## config.mk

```make
export PLATFORM = sky130hd
export DESIGN_NAME = circle_rasterizer_unit
export DESIGN_NICKNAME = d
export VERILOG_FILES = /design/src/hw/rtl/crz_pkg.sv /design/src/hw/rtl/crz_state.sv /design/src/hw/rtl/crz_emit.sv /design/src/hw/rtl/circle_rasterizer_unit.sv
export SDC_FILE = /design/constraint.sdc
export NUM_CORES = 1
export LEC_CHECK = 0
export ABC_AREA = 1
export BUFFER_PORTS_ARGS = -buffer_cell sky130_fd_sc_hd__clkbuf_2
export CAP_MARGIN = 30
export CORE_MARGIN = 4
export CORE_UTILIZATION = 35
export DETAILED_ROUTE_END_ITERATION = 10
export HOLD_SLACK_MARGIN = 0.02
export PLACE_DENSITY_LB_ADDON = 0.05
export SLEW_MARGIN = 20
export SYNTH_ARGS = -nofsm -noshare
export SYNTH_HDL_FRONTEND = slang
export SYNTH_SLANG_ARGS = --single-unit
```

## constraint.sdc

```tcl
create_clock -name clk -period 11.83 [get_ports clk]
set_input_delay 2.366 -clock clk [delete_from_list [all_inputs] [get_ports clk]]
set_output_delay 2.366 -clock clk [all_outputs]
set_load 0.02 [all_outputs]
```

## src/hw/rtl/crz_pkg.sv

```systemverilog
// ---------------------------------------------------------------------------
// crz_pkg: shared types and constants of the circle rasterizer
// Widths, opcodes, the group snapshot handed from the iteration logic to the
// result sequencer, and the coordinate output conversion.
// ---------------------------------------------------------------------------
package crz_pkg;

  localparam int RADIUS_BITS = 12;
  localparam int COORD_BITS  = 16;
  localparam int CENTER_W    = 15;
  localparam int OUT_W       = 16;
  localparam int OFS_W       = RADIUS_BITS + 1;
  localparam int DEC_W       = RADIUS_BITS + 3;
  localparam int CALC_W      = DEC_W + 1;
  localparam int IDX_W       = 3;

  localparam logic [IDX_W-1:0] OUTLINE_LAST = IDX_W'(7);
  localparam logic [IDX_W-1:0] FILL_LAST    = IDX_W'(3);

  typedef enum logic {
    OP_START   = 1'b0,
    OP_ADVANCE = 1'b1
  } op_t;

  typedef logic signed [CENTER_W-1:0]   center_t;
  typedef logic signed [OFS_W-1:0]      offset_t;
  typedef logic signed [COORD_BITS-1:0] coord_t;
  typedef logic signed [OUT_W-1:0]      out_coord_t;

  // snapshot of one iteration, taken when the advance is accepted
  typedef struct packed {
    center_t cx;
    center_t cy;
    offset_t ox;
    offset_t oy;
    logic    fill;
    logic    done;
  } group_t;

  // sequencer status seen by the top level
  typedef struct packed {
    logic             ready;
    logic             busy;
    logic             fill;
    logic [IDX_W-1:0] idx;
  } emit_stat_t;

  // wrapped coordinate to the output width, sign-extended or truncated
  function automatic out_coord_t to_out(coord_t v);
    return OUT_W'(v);
  endfunction

endpackage

```

## src/hw/rtl/crz_state.sv

```systemverilog
// ---------------------------------------------------------------------------
// crz_state: circle state and decision update
// Holds centre, radius, offsets, decision variable and mode; runs one
// iteration of the three-way update per accepted advance on a running circle.
// ---------------------------------------------------------------------------
module crz_state (
  input  logic                             clk,
  input  logic                             rst_n,
  input  logic                             cfg_wr_en,
  input  logic                             cfg_wr_data,
  input  logic                             accept,
  input  logic                             op,
  input  crz_pkg::center_t                 center_x,
  input  crz_pkg::center_t                 center_y,
  input  logic [crz_pkg::RADIUS_BITS-1:0]  radius,
  output logic                             grp_load,
  output crz_pkg::group_t                  grp
);
  import crz_pkg::*;

  localparam logic signed [CALC_W-1:0] ONE_C = CALC_W'(1);

  logic                   fill_mode_r;
  logic                   active_r;
  center_t                centre_x_r;
  center_t                centre_y_r;
  logic [RADIUS_BITS-1:0] radius_r;
  offset_t                offset_x_r, offset_x_nxt;
  offset_t                offset_y_r, offset_y_nxt;
  logic signed [DEC_W-1:0] decision_r, decision_nxt;

  logic signed [CALC_W-1:0] ox_c, oy_c, dec_c, rad_c, two_ox_c, dec_upd_c;
  logic                     done_c;

  // widen the state for the compare and update arithmetic
  assign ox_c     = CALC_W'(offset_x_r);
  assign oy_c     = CALC_W'(offset_y_r);
  assign dec_c    = CALC_W'(decision_r);
  assign rad_c    = signed'(CALC_W'(radius_r));
  assign two_ox_c = ox_c + ox_c;

  // three-way decision step
  always_comb begin
    offset_x_nxt = offset_x_r;
    offset_y_nxt = offset_y_r;
    dec_upd_c    = dec_c;
    priority if (dec_c >= two_ox_c) begin
      dec_upd_c    = dec_c - two_ox_c - ONE_C;
      offset_x_nxt = OFS_W'(ox_c + ONE_C);
    end else if (dec_c < ((rad_c - oy_c) + (rad_c - oy_c))) begin
      dec_upd_c    = dec_c + oy_c + oy_c - ONE_C;
      offset_y_nxt = OFS_W'(oy_c - ONE_C);
    end else begin
      dec_upd_c    = dec_c + ((oy_c - ox_c - ONE_C) + (oy_c - ox_c - ONE_C));
      offset_y_nxt = OFS_W'(oy_c - ONE_C);
      offset_x_nxt = OFS_W'(ox_c + ONE_C);
    end
    decision_nxt = DEC_W'(dec_upd_c);
  end

  assign done_c   = offset_y_nxt < offset_x_nxt;
  assign grp_load = accept && (op == OP_ADVANCE) && active_r;

  assign grp.cx   = centre_x_r;
  assign grp.cy   = centre_y_r;
  assign grp.ox   = offset_x_r;
  assign grp.oy   = offset_y_r;
  assign grp.fill = fill_mode_r;
  assign grp.done = done_c;

  // load on start, step on advance, drop to idle after the final iteration; a config write sets the fill mode
  always_ff @(posedge clk) begin
    if (!rst_n) begin
      fill_mode_r <= 1'b0;
      active_r    <= 1'b0;
      centre_x_r  <= '0;
      centre_y_r  <= '0;
      radius_r    <= '0;
      offset_x_r  <= '0;
      offset_y_r  <= '0;
      decision_r  <= '0;
    end else begin
      if (cfg_wr_en) begin
        fill_mode_r <= cfg_wr_data;
      end
      if (accept && (op == OP_START)) begin
        centre_x_r <= center_x;
        centre_y_r <= center_y;
        radius_r   <= radius;
        offset_x_r <= '0;
        offset_y_r <= OFS_W'(radius);
        decision_r <= DEC_W'(radius) - DEC_W'(1);
        active_r   <= 1'b1;
      end else if (grp_load) begin
        offset_x_r <= offset_x_nxt;
        offset_y_r <= offset_y_nxt;
        decision_r <= decision_nxt;
        active_r   <= !done_c;
      end
    end
  end

endmodule

```

## src/hw/rtl/crz_emit.sv

```systemverilog
// ---------------------------------------------------------------------------
// crz_emit: result sequencer and output register
// Holds one iteration's snapshot and walks its points or spans into a
// registered output stage, one result transaction per cycle unless stalled.
// ---------------------------------------------------------------------------
module crz_emit (
  input  logic                  clk,
  input  logic                  rst_n,
  input  logic                  grp_load,
  input  crz_pkg::group_t       grp_in,
  input  logic                  out_ready,
  output logic                  out_valid,
  output crz_pkg::out_coord_t   out_x_first,
  output crz_pkg::out_coord_t   out_x_last,
  output crz_pkg::out_coord_t   out_y_pos,
  output logic                  out_group_end,
  output logic                  out_circle_done,
  output crz_pkg::emit_stat_t   stat
);
  import crz_pkg::*;

  logic             busy_r;
  logic [IDX_W-1:0] idx_r;
  group_t           grp_r;
  logic             out_valid_r;
  out_coord_t       x_first_r, x_last_r, y_pos_r;
  logic             group_end_r, circle_done_r;

  logic   last_c, load_out;
  coord_t cx, cy, ox, oy;
  coord_t x_pox, x_mox, x_poy, x_moy, y_pox, y_mox, y_poy, y_moy;
  coord_t xf_c, xl_c, y_c;

  assign last_c   = grp_r.fill ? (idx_r == FILL_LAST) : (idx_r == OUTLINE_LAST);
  assign load_out = busy_r && (!out_valid_r || out_ready);

  // coordinate sums, wrapping at the coordinate width
  assign cx    = COORD_BITS'(grp_r.cx);
  assign cy    = COORD_BITS'(grp_r.cy);
  assign ox    = COORD_BITS'(grp_r.ox);
  assign oy    = COORD_BITS'(grp_r.oy);
  assign x_pox = cx + ox;
  assign x_mox = cx - ox;
  assign x_poy = cx + oy;
  assign x_moy = cx - oy;
  assign y_pox = cy + ox;
  assign y_mox = cy - ox;
  assign y_poy = cy + oy;
  assign y_moy = cy - oy;

  // pick the current point or span
  always_comb begin
    xf_c = x_pox;
    xl_c = x_pox;
    y_c  = y_poy;
    if (grp_r.fill) begin
      unique case (idx_r)
        IDX_W'(0): begin xf_c = x_moy; xl_c = x_poy; y_c = y_pox; end
        IDX_W'(1): begin xf_c = x_mox; xl_c = x_pox; y_c = y_poy; end
        IDX_W'(2): begin xf_c = x_mox; xl_c = x_pox; y_c = y_moy; end
        default:   begin xf_c = x_moy; xl_c = x_poy; y_c = y_mox; end
      endcase
    end else begin
      unique case (idx_r)
        IDX_W'(0): begin xf_c = x_pox; y_c = y_poy; end
        IDX_W'(1): begin xf_c = x_poy; y_c = y_pox; end
        IDX_W'(2): begin xf_c = x_mox; y_c = y_poy; end
        IDX_W'(3): begin xf_c = x_moy; y_c = y_pox; end
        IDX_W'(4): begin xf_c = x_pox; y_c = y_moy; end
        IDX_W'(5): begin xf_c = x_poy; y_c = y_mox; end
        IDX_W'(6): begin xf_c = x_mox; y_c = y_moy; end
        default:   begin xf_c = x_moy; y_c = y_mox; end
      endcase
      xl_c = xf_c;
    end
  end

  // group control: take a new snapshot as the old one hands out its last result
  always_ff @(posedge clk) begin
    if (!rst_n) begin
      busy_r      <= 1'b0;
      idx_r       <= '0;
      out_valid_r <= 1'b0;
    end else begin
      if (grp_load) begin
        busy_r <= 1'b1;
        idx_r  <= '0;
      end else if (load_out) begin
        busy_r <= !last_c;
        idx_r  <= idx_r + IDX_W'(1);
      end
      if (load_out) begin
        out_valid_r <= 1'b1;
      end else if (out_ready) begin
        out_valid_r <= 1'b0;
      end
    end
  end

  // payload: snapshot and output register
  always_ff @(posedge clk) begin
    if (grp_load) begin
      grp_r <= grp_in;
    end
    if (load_out) begin
      x_first_r     <= to_out(xf_c);
      x_last_r      <= to_out(xl_c);
      y_pos_r       <= to_out(y_c);
      group_end_r   <= last_c;
      circle_done_r <= grp_r.done;
    end
  end

  assign out_valid       = out_valid_r;
  assign out_x_first     = x_first_r;
  assign out_x_last      = x_last_r;
  assign out_y_pos       = y_pos_r;
  assign out_group_end   = group_end_r;
  assign out_circle_done = circle_done_r;

  assign stat.ready = !busy_r || (load_out && last_c);
  assign stat.busy  = busy_r;
  assign stat.fill  = grp_r.fill;
  assign stat.idx   = idx_r;

endmodule

```

## src/hw/rtl/circle_rasterizer_unit.sv

```systemverilog
// ---------------------------------------------------------------------------
// circle_rasterizer_unit: integer circle rasterizer
// Start transactions load a circle; advance transactions each run one
// iteration and produce a group of outline points or filled spans.
// ---------------------------------------------------------------------------
// A start transaction produces nothing. An advance transaction on a running
// circle produces 8 one-pixel results in outline mode or 4 horizontal spans
// in fill mode, one result per cycle from the output register while the
// consumer does not stall; the next transaction is accepted in the cycle
// the group's last result is loaded into the output register. The decision
// step itself is done in the accepting cycle. An advance with no circle
// running is consumed without results. fill_mode is sampled when an advance
// is accepted; write it only while the block is idle.
module circle_rasterizer_unit (
  input  logic                             clk,
  input  logic                             rst_n,
  input  logic                             cfg_wr_en,
  input  logic                             cfg_wr_data,
  input  logic                             in_valid,
  output logic                             in_ready,
  input  logic                             in_op,
  input  crz_pkg::center_t                 in_center_x,
  input  crz_pkg::center_t                 in_center_y,
  input  logic [crz_pkg::RADIUS_BITS-1:0]  in_radius,
  output logic                             out_valid,
  input  logic                             out_ready,
  output crz_pkg::out_coord_t              out_x_first,
  output crz_pkg::out_coord_t              out_x_last,
  output crz_pkg::out_coord_t              out_y_pos,
  output logic                             out_group_end,
  output logic                             out_circle_done
);
  import crz_pkg::*;

  logic       in_accept;
  logic       grp_load;
  group_t     grp;
  emit_stat_t emit_stat;

  assign in_ready  = emit_stat.ready;
  assign in_accept = in_valid && in_ready;

  // circle state and iteration step
  crz_state u_state (
    .clk         (clk),
    .rst_n       (rst_n),
    .cfg_wr_en   (cfg_wr_en),
    .cfg_wr_data (cfg_wr_data),
    .accept      (in_accept),
    .op          (in_op),
    .center_x    (in_center_x),
    .center_y    (in_center_y),
    .radius      (in_radius),
    .grp_load    (grp_load),
    .grp         (grp)
  );

  // result sequencing
  crz_emit u_emit (
    .clk             (clk),
    .rst_n           (rst_n),
    .grp_load        (grp_load),
    .grp_in          (grp),
    .out_ready       (out_ready),
    .out_valid       (out_valid),
    .out_x_first     (out_x_first),
    .out_x_last      (out_x_last),
    .out_y_pos       (out_y_pos),
    .out_group_end   (out_group_end),
    .out_circle_done (out_circle_done),
    .stat            (emit_stat)
  );

`ifndef SYNTHESIS
  // a group runs on without a gap once a non-final result is taken
  a_group_continues: assert property (@(posedge clk) disable iff (!rst_n)
    (out_valid && out_ready && !out_group_end) |=> out_valid)
    else $error("result group broke off before its last result");

  // a fill group never walks past its fourth span
  a_fill_index: assert property (@(posedge clk) disable iff (!rst_n)
    (emit_stat.busy && emit_stat.fill) |-> (emit_stat.idx <= FILL_LAST))
    else $error("fill group index out of range");

  // a start never launches a result group
  a_start_silent: assert property (@(posedge clk) disable iff (!rst_n)
    (in_accept && (in_op == OP_START)) |-> !grp_load)
    else $error("start transaction launched a result group");
`endif

endmodule
```

==> impl_results.md, run 1 <==
* Max Buffers Root-to-Sink at 2
* Final clock period utilization by the worst path at 49.11%
* Status: complete, no violations
* I/O pin count at 101
* RePlAce Congestion at 0.9404
* DR iter-0 viols at 1272
* CP Max Fanout at 10
* EDFF count, synth at 107
* PortBufs at 100
* CP arrival at 6.07 ns
* Slew Limit Fails at 0
* Synth Instances at 2682
* Most frequent cell after synthesis: nand2_1
* Mapped Nets at 2978
* CTS buffer count at 17
* Max-Cap Viols at 0
* CP Capture Type: flop
* WP data required at 12.09 ns
* CTS root buf: clkbuf_16
* Synth-to-Final Area Change at 9.486%
* Synth area leaders: edfxtp_1, ha_1, nand2_1
* Pre-antenna DRT Iters at 6
* P_int at 1.736 mW
* Cts hold-fix bufs at 0
* Die W at 242.1 um
* Initial antenna violation count at 0
* Critical path startpoint: u_state.offset_y_r[0]
* CP most frequent cell: nand2_1
* CP Launch Type: flop
* Max incr delay on CP at 0.43 ns
* YS warnings at 0
* Row count at 85
* Grt total ovfl at 0
* FF-to-FF setup slack at 6.02 ns
* Critical-path top delay cell: fa_1
* Final net count at 3037
* Rel. slew slack at 41.81%
* Crit Reg-Reg Startpoint: u_state.offset_y_r[0]
* GR Util All Layers at 23.93%
* Commonest cells post-synth: nand2_1, inv_1, ha_1
* Seq cells post-synth at 197
* # resized after CTS at 0
* Asr flop ratio synth at 0%
* FMAX at 172.1 MHz
* Post-synth top area share at 16.75%
* Vias per inst at 5.287
* TritonCTS clock tree: done
* VDD IR-drop max at 0.1239 mV
* Seq pwr share at 24.7%
* Switching pwr at 1.714 mW
* Crit Path Category: reg -> reg
* Die Y at 242.1 um
* Dominant synthesized flop cell: edfxtp_1
* Antenna diodes at 0
* Fin Clk Skew at 0.02351 ns
* Mean Syn Cell Area at 7.151 um2
* TritonCTS sink count at 197
* Net Sw Frac at 49.68%
* Dominant cell type by area after synthesis: edfxtp_1
* Setup TNS at 0 ns
* WL per Instance at 20.71 um
* Die ar. at 0.05861 mm2
* Seq/Total Area, Yosys at 26.15%
* Routed Antenna Nets at 0
* DP HPWL at 58870 um
* Cell Area, Synth at 0.01918 mm2
* RSZ-0062 raised after global routing: false
* Clock network power share at 19.0%
* Post-synth cell types at 63
* Slew @ Worst Pin at 0.8696 ns
* Hold path start: u_state.centre_x_r[9]
* Logic pwr share at 56.3%
* H-tree Lvls at 4
* Largest net degree at the start of global routing at 60
* Final min period at 5.810 ns
* DR vias at 18240
* Clk pin slew, worst setup/hold paths at 0.10 ns
* Leak Pwr at 10.10 nW
* Final hold vios at 0
* First-pass GRT wire length at 107800 um
* Vias in the first global route at 17840
* Fraction of layout cells with a size suffix above 1 at 7.190%
* CORE AREA at 0.05403 mm2
* Endpoints failing setup at 0
* Detailed-route DRC error count at 0
* Routed WL at 71450 um
* Initial Util at 35.50%
* DP Area at 0.02034 mm2
* Power per cell area at 164.3 mW/mm2
* Design Area, Final at 0.02100 mm2
* Clk_lat worst skew at 0.51 ns
* HP Class: reg -> reg
* Fin Hold WS at 0.4272 ns
* Post-CTS Setup Bufs at 0
state kept, by name, summed over array words and instances (netlist names):
register                flops
u_emit.out_circle_done      1
u_emit.out_group_end        1
u_emit.idx_r                3
u_emit.out_valid            1
u_emit.out_y_pos           16
u_emit.out_x_last          16
u_state.offset_y_r         13
u_state.offset_x_r         13
u_emit.busy_r               1
u_emit.stat                 1
u_emit.cy                  15
u_state.centre_y_r         15
u_state.radius_r           12
u_state.decision_r         15
u_emit.grp_r               27
u_state.centre_x_r         15
u_state.active_r            1
u_emit.cx                  15
u_emit.out_x_first         15
u_state.fill_mode_r         1
metrics by stage:
| stage | utilization (%) | total power [mW] | std cells | worst slack (ns) |
|---|---|---|---|---|
| floorplan | - | 2.204 | 2682 | 6.567 |
| global placement | 37.61 | 2.792 | 3416 | 6.003 |
| detailed placement | 37.64 | 2.795 | 3417 | 5.866 |
| CTS | 38.85 | 3.469 | 3449 | 6.019 |
| global route | 38.87 | 3.735 | 3450 | 5.535 |
| finish | 38.87 | 3.450 | 3450 | 6.020 |
path summary, 6_finish.rpt:
path / to / depth (start not counted)
max: u_emit.grp_r[0] / 34
min: u_emit.cx[9] / 0
max reg2reg: u_emit.grp_r[0] / 34
min reg2reg: u_emit.cx[9] / 0
routing by layer:
metal / wire, um / global-route usage (%) / share of wire, % / up-vias
met1: 31900 / 30.33 / 45 / 8591
met3: 2571 / 3.099 / 3.6 / 92
met5: 0 / 0 / 0 / -
met4: 2720 / 9.169 / 3.8 / 0
li1: - / - / - / 9119
met2: 34250 / 41.53 / 48 / 437
power groups by stage:
stage	sequential [mW]	combinational, mW	clock [mW]
2_1_floorplan	0.844	1.36	0
3_3_place_gp	0.869	1.92	0
3_5_place_dp	0.870	1.93	0
4_1_cts	0.854	1.94	0.679
5_1_grt	0.858	2.17	0.703
6_report	0.852	1.94	0.656
cell families (layout without fill, tap and decap cells):
logic type | Yosys count | count (layout) | synth area share, %
muxes | 3 | 3 | 0.1631
xor gates and xnor gates | 156 | 156 | 7.124
adders and majority gates | 247 | 247 | 16.62
AOI/OAI and AO/OA | 601 | 601 | 18.08
buffers and inverters | 448 | 520 | 9.010
and+or+nand+nor | 1030 | 1030 | 22.85
DFF | 197 | 197 | 26.15
final cells by class:
type                            count  area [um2]
Clock buffer                       17       425.4
Clock inverter                     15       226.5
Fill cell                        5766       33030
Inverter                          374        1404
Multi-Input combinational cell   2037       12440
Sequential cell                   197        5015
Tap cell                          696       870.8
Timing Repair Buffer              114       618.1
worst max-delay path, delay by kind of cell (launching register included):
| family | cells | cell delay (ns) |
|---|---|---|
| AND/OR/NAND/NOR | 20 | 2.21 |
| flip-flops | 1 | 0.36 |
| adder cells (fa/ha/maj) | 4 | 1.25 |
| buffers and inverters | 3 | 0.42 |
| XOR/XNOR | 2 | 0.29 |
| AO/OA/AOI/OAI | 5 | 1.04 |
cells in the final DEF (no fill, tap or decap), drive strengths merged, types with 11 or more instances in the layout:
master	Yosys	routed
a211oi	15	15
a21boi	14	14
a21o	12	12
a21oi	230	230
a31oi	22	22
buf	32	14
clkbuf	42	117
dfxtp	90	90
edfxtp	107	107
fa	13	13
ha	234	234
inv	369	379
nand2	568	568
nand3	157	157
nand3b	11	11
nand4	23	23
nor2	213	213
nor3	33	33
o211ai	24	24
o21ai	202	202
o21bai	12	12
o221ai	15	15
o22ai	13	13
or2	14	14
xnor2	20	20
xor2	136	136
(Power assumes the default switching activity.)
==> run 2: changes to the inputs <==
==> constraint.sdc (replaced) <==
create_clock -name clk -period 5.5 [get_ports clk]
set_input_delay 1.1 -clock clk [delete_from_list [all_inputs] [get_ports clk]]
set_output_delay 1.1 -clock clk [all_outputs]
set_load 0.02 [all_outputs]
==> run 2 against run 1 <==
Against the previous run:
- clock-buffer cell count unchanged
- sequential share of layout area down 0.30 points
- total power grew 120%
- critical path type unchanged
- register-to-register slack got worse by 5.7 ns
- core utilization increased by 0.51 points
- critical path depth unchanged
- clock skew decreased by 0.0023 ns
- final cell count is 0.93% higher
==> impl_results.md, run 2 (synthesized netlist as in run 1, its figures left out) <==
* Row count at 85
* CORE AREA at 0.05403 mm2
* WP data required at 5.77 ns
* Final min period at 5.143 ns
* Die Y at 242.1 um
* First-pass GRT wire length at 108800 um
* CP most frequent cell: nand2_1
* WP depth at 34
* Die W at 242.1 um
* Filler cells at 5728
* Crit Path Category: reg -> reg
* Slew @ Worst Pin at 0.8755 ns
* CP arrival at 5.41 ns
* VDD IR-drop max at 0.2702 mV
* Rel. slew slack at 41.24%
* Worst Hold Path Cells at 0
* Cts hold-fix bufs at 0
* R2R depth at 34
* Detailed-route DRC error count at 0
* HP Class: reg -> reg
* Finished Core Util at 39.37%
* PortBufs at 100
* Max-Cap Viols at 0
* Routed WL at 73270 um
* Routed Antenna Nets at 0
* Max Buffers Root-to-Sink at 2
* Die ar. at 0.05861 mm2
* CTS root buf: clkbuf_16
* Vias per inst at 5.291
* TritonCTS sink count at 197
* Endpoints failing setup at 0
* Max reg flops at 27
* I/O pin count at 101
* Critical-path top delay cell: fa_2
* Fraction of layout cells with a size suffix above 1 at 8.615%
* CP Max Fanout at 6
* Initial antenna violation count at 2
* DP HPWL at 60100 um
* Leading cell types in the layout, fill and taps excluded: nand2_1, inv_1, ha_1
* DR iter-0 viols at 1364
* Clk_lat worst skew at 0.51 ns
* CP Launch Type: flop
* Family with the most delay on the worst path: simple AND/OR/NAND/NOR gates
* Clk pin slew, worst setup/hold paths at 0.09 ns
* DR vias at 18420
* Final hold vios at 0
* Commonest non-fill, non-tap cell in the layout: nand2_1
* Most flops, register: u_emit.grp_r
* Final net count at 3069
* Crit path buffers/inverters at 5
* Power per cell area at 354.8 mW/mm2
* Vias in the first global route at 17720
* Pre-antenna DRT Iters at 6
* WL per Instance at 21.04 um
* CTS buffer count at 17
* H-tree Lvls at 4
* FMAX at 194.4 MHz
* RePlAce Congestion at 0.9330
* Status: complete, no violations
* Design Area, Final at 0.02127 mm2
* Initial Util at 35.50%
* Slew Limit Fails at 0
* Final clock period utilization by the worst path at 93.51%
* Largest net degree at the start of global routing at 58
* Grt total ovfl at 0
* Antenna diodes at 0
* TritonCTS clock tree: done
* CP Capture Type: flop
* DP Area at 0.02052 mm2
* Synth-to-Final Area Change at 10.92%
* Leak Pwr at 10.25 nW
* GR Util All Layers at 24.34%
* Fin Clk Skew at 0.02117 ns
* Max incr delay on CP at 0.34 ns
run 2: cell count changes in the layout (fill, tap and decap cells not counted), moves of 2 or more:
cell	delta
buf_4	+33
inv_6	+3
o221ai_1	-2
inv_16	-2
o221ai_2	+2
bufinv_16	+2
inv_8	-2
inv_12	-3
clkinv_8	+2
run 2: worst paths after layout:
kind / start / to / slack (ns)
setup / recovery: u_state.radius_r[0] / u_emit.grp_r[0] / 0.36
hold / removal: u_state.centre_x_r[1] / u_emit.cx[1] / 0.43
setup reg to reg: u_state.radius_r[0] / u_emit.grp_r[0] / 0.36
hold reg to reg: u_state.centre_x_r[1] / u_emit.cx[1] / 0.43
run 2: where the power goes:
group / internal (mW) / switching, mW / total, mW / leakage [nW]
registers: 1.69 / 0.132 / 1.82 / 1.73
logic: 1.46 / 2.82 / 4.28 / 8.22
clock network: 0.711 / 0.739 / 1.45 / 0.312
total: 3.86 / 3.69 / 7.55 / 10.3
run 2: through the flow:
step | std cells | power (mW) | hold WS, ns | TNS, ns | setup slack (ns)
finish | 3482 | 7.547 | 0.4304 | 0 | 0.3571
detailed placement | 3443 | 6.081 | 0.4102 | 0 | 0.1978
floorplan | 2682 | 4.740 | 0.4003 | 0 | 0.6120
global placement | 3442 | 6.088 | 0.4091 | 0 | 0.2251
global route | 3482 | 8.132 | 0.4383 | -0.03173 | -0.03173
CTS | 3475 | 7.552 | 0.4314 | 0 | 0.1596
run 2: repair_timing:
| action | 4_1_cts | 5_1_grt |
|---|---|---|
| buffers inserted | 0 | 6 |
| endpoints found under the hold margin | 0 | 0 |
| setup endpoints to repair | 0 | 2 |
| gates resized for setup | 0 | 12 |
run 2: area by class of cell:
class                      count  area, um2  area share (%)
clock buffer                  17      425.4           2.000
clock inverter                15      232.7           1.094
inverter                     374       1404           6.599
multi-input combinational   2037      12480           58.66
sequential                   197       5016           23.58
tap                          696      870.8           4.094
timing repair buffer         146      845.8           3.976
run 2: routing by layer:
metal  global-route usage (%)  wire (um)
met2                    41.19      34570
met3                    2.966       2754
met5                        0          0
met1                    30.82      32160
met4                    11.75       3787
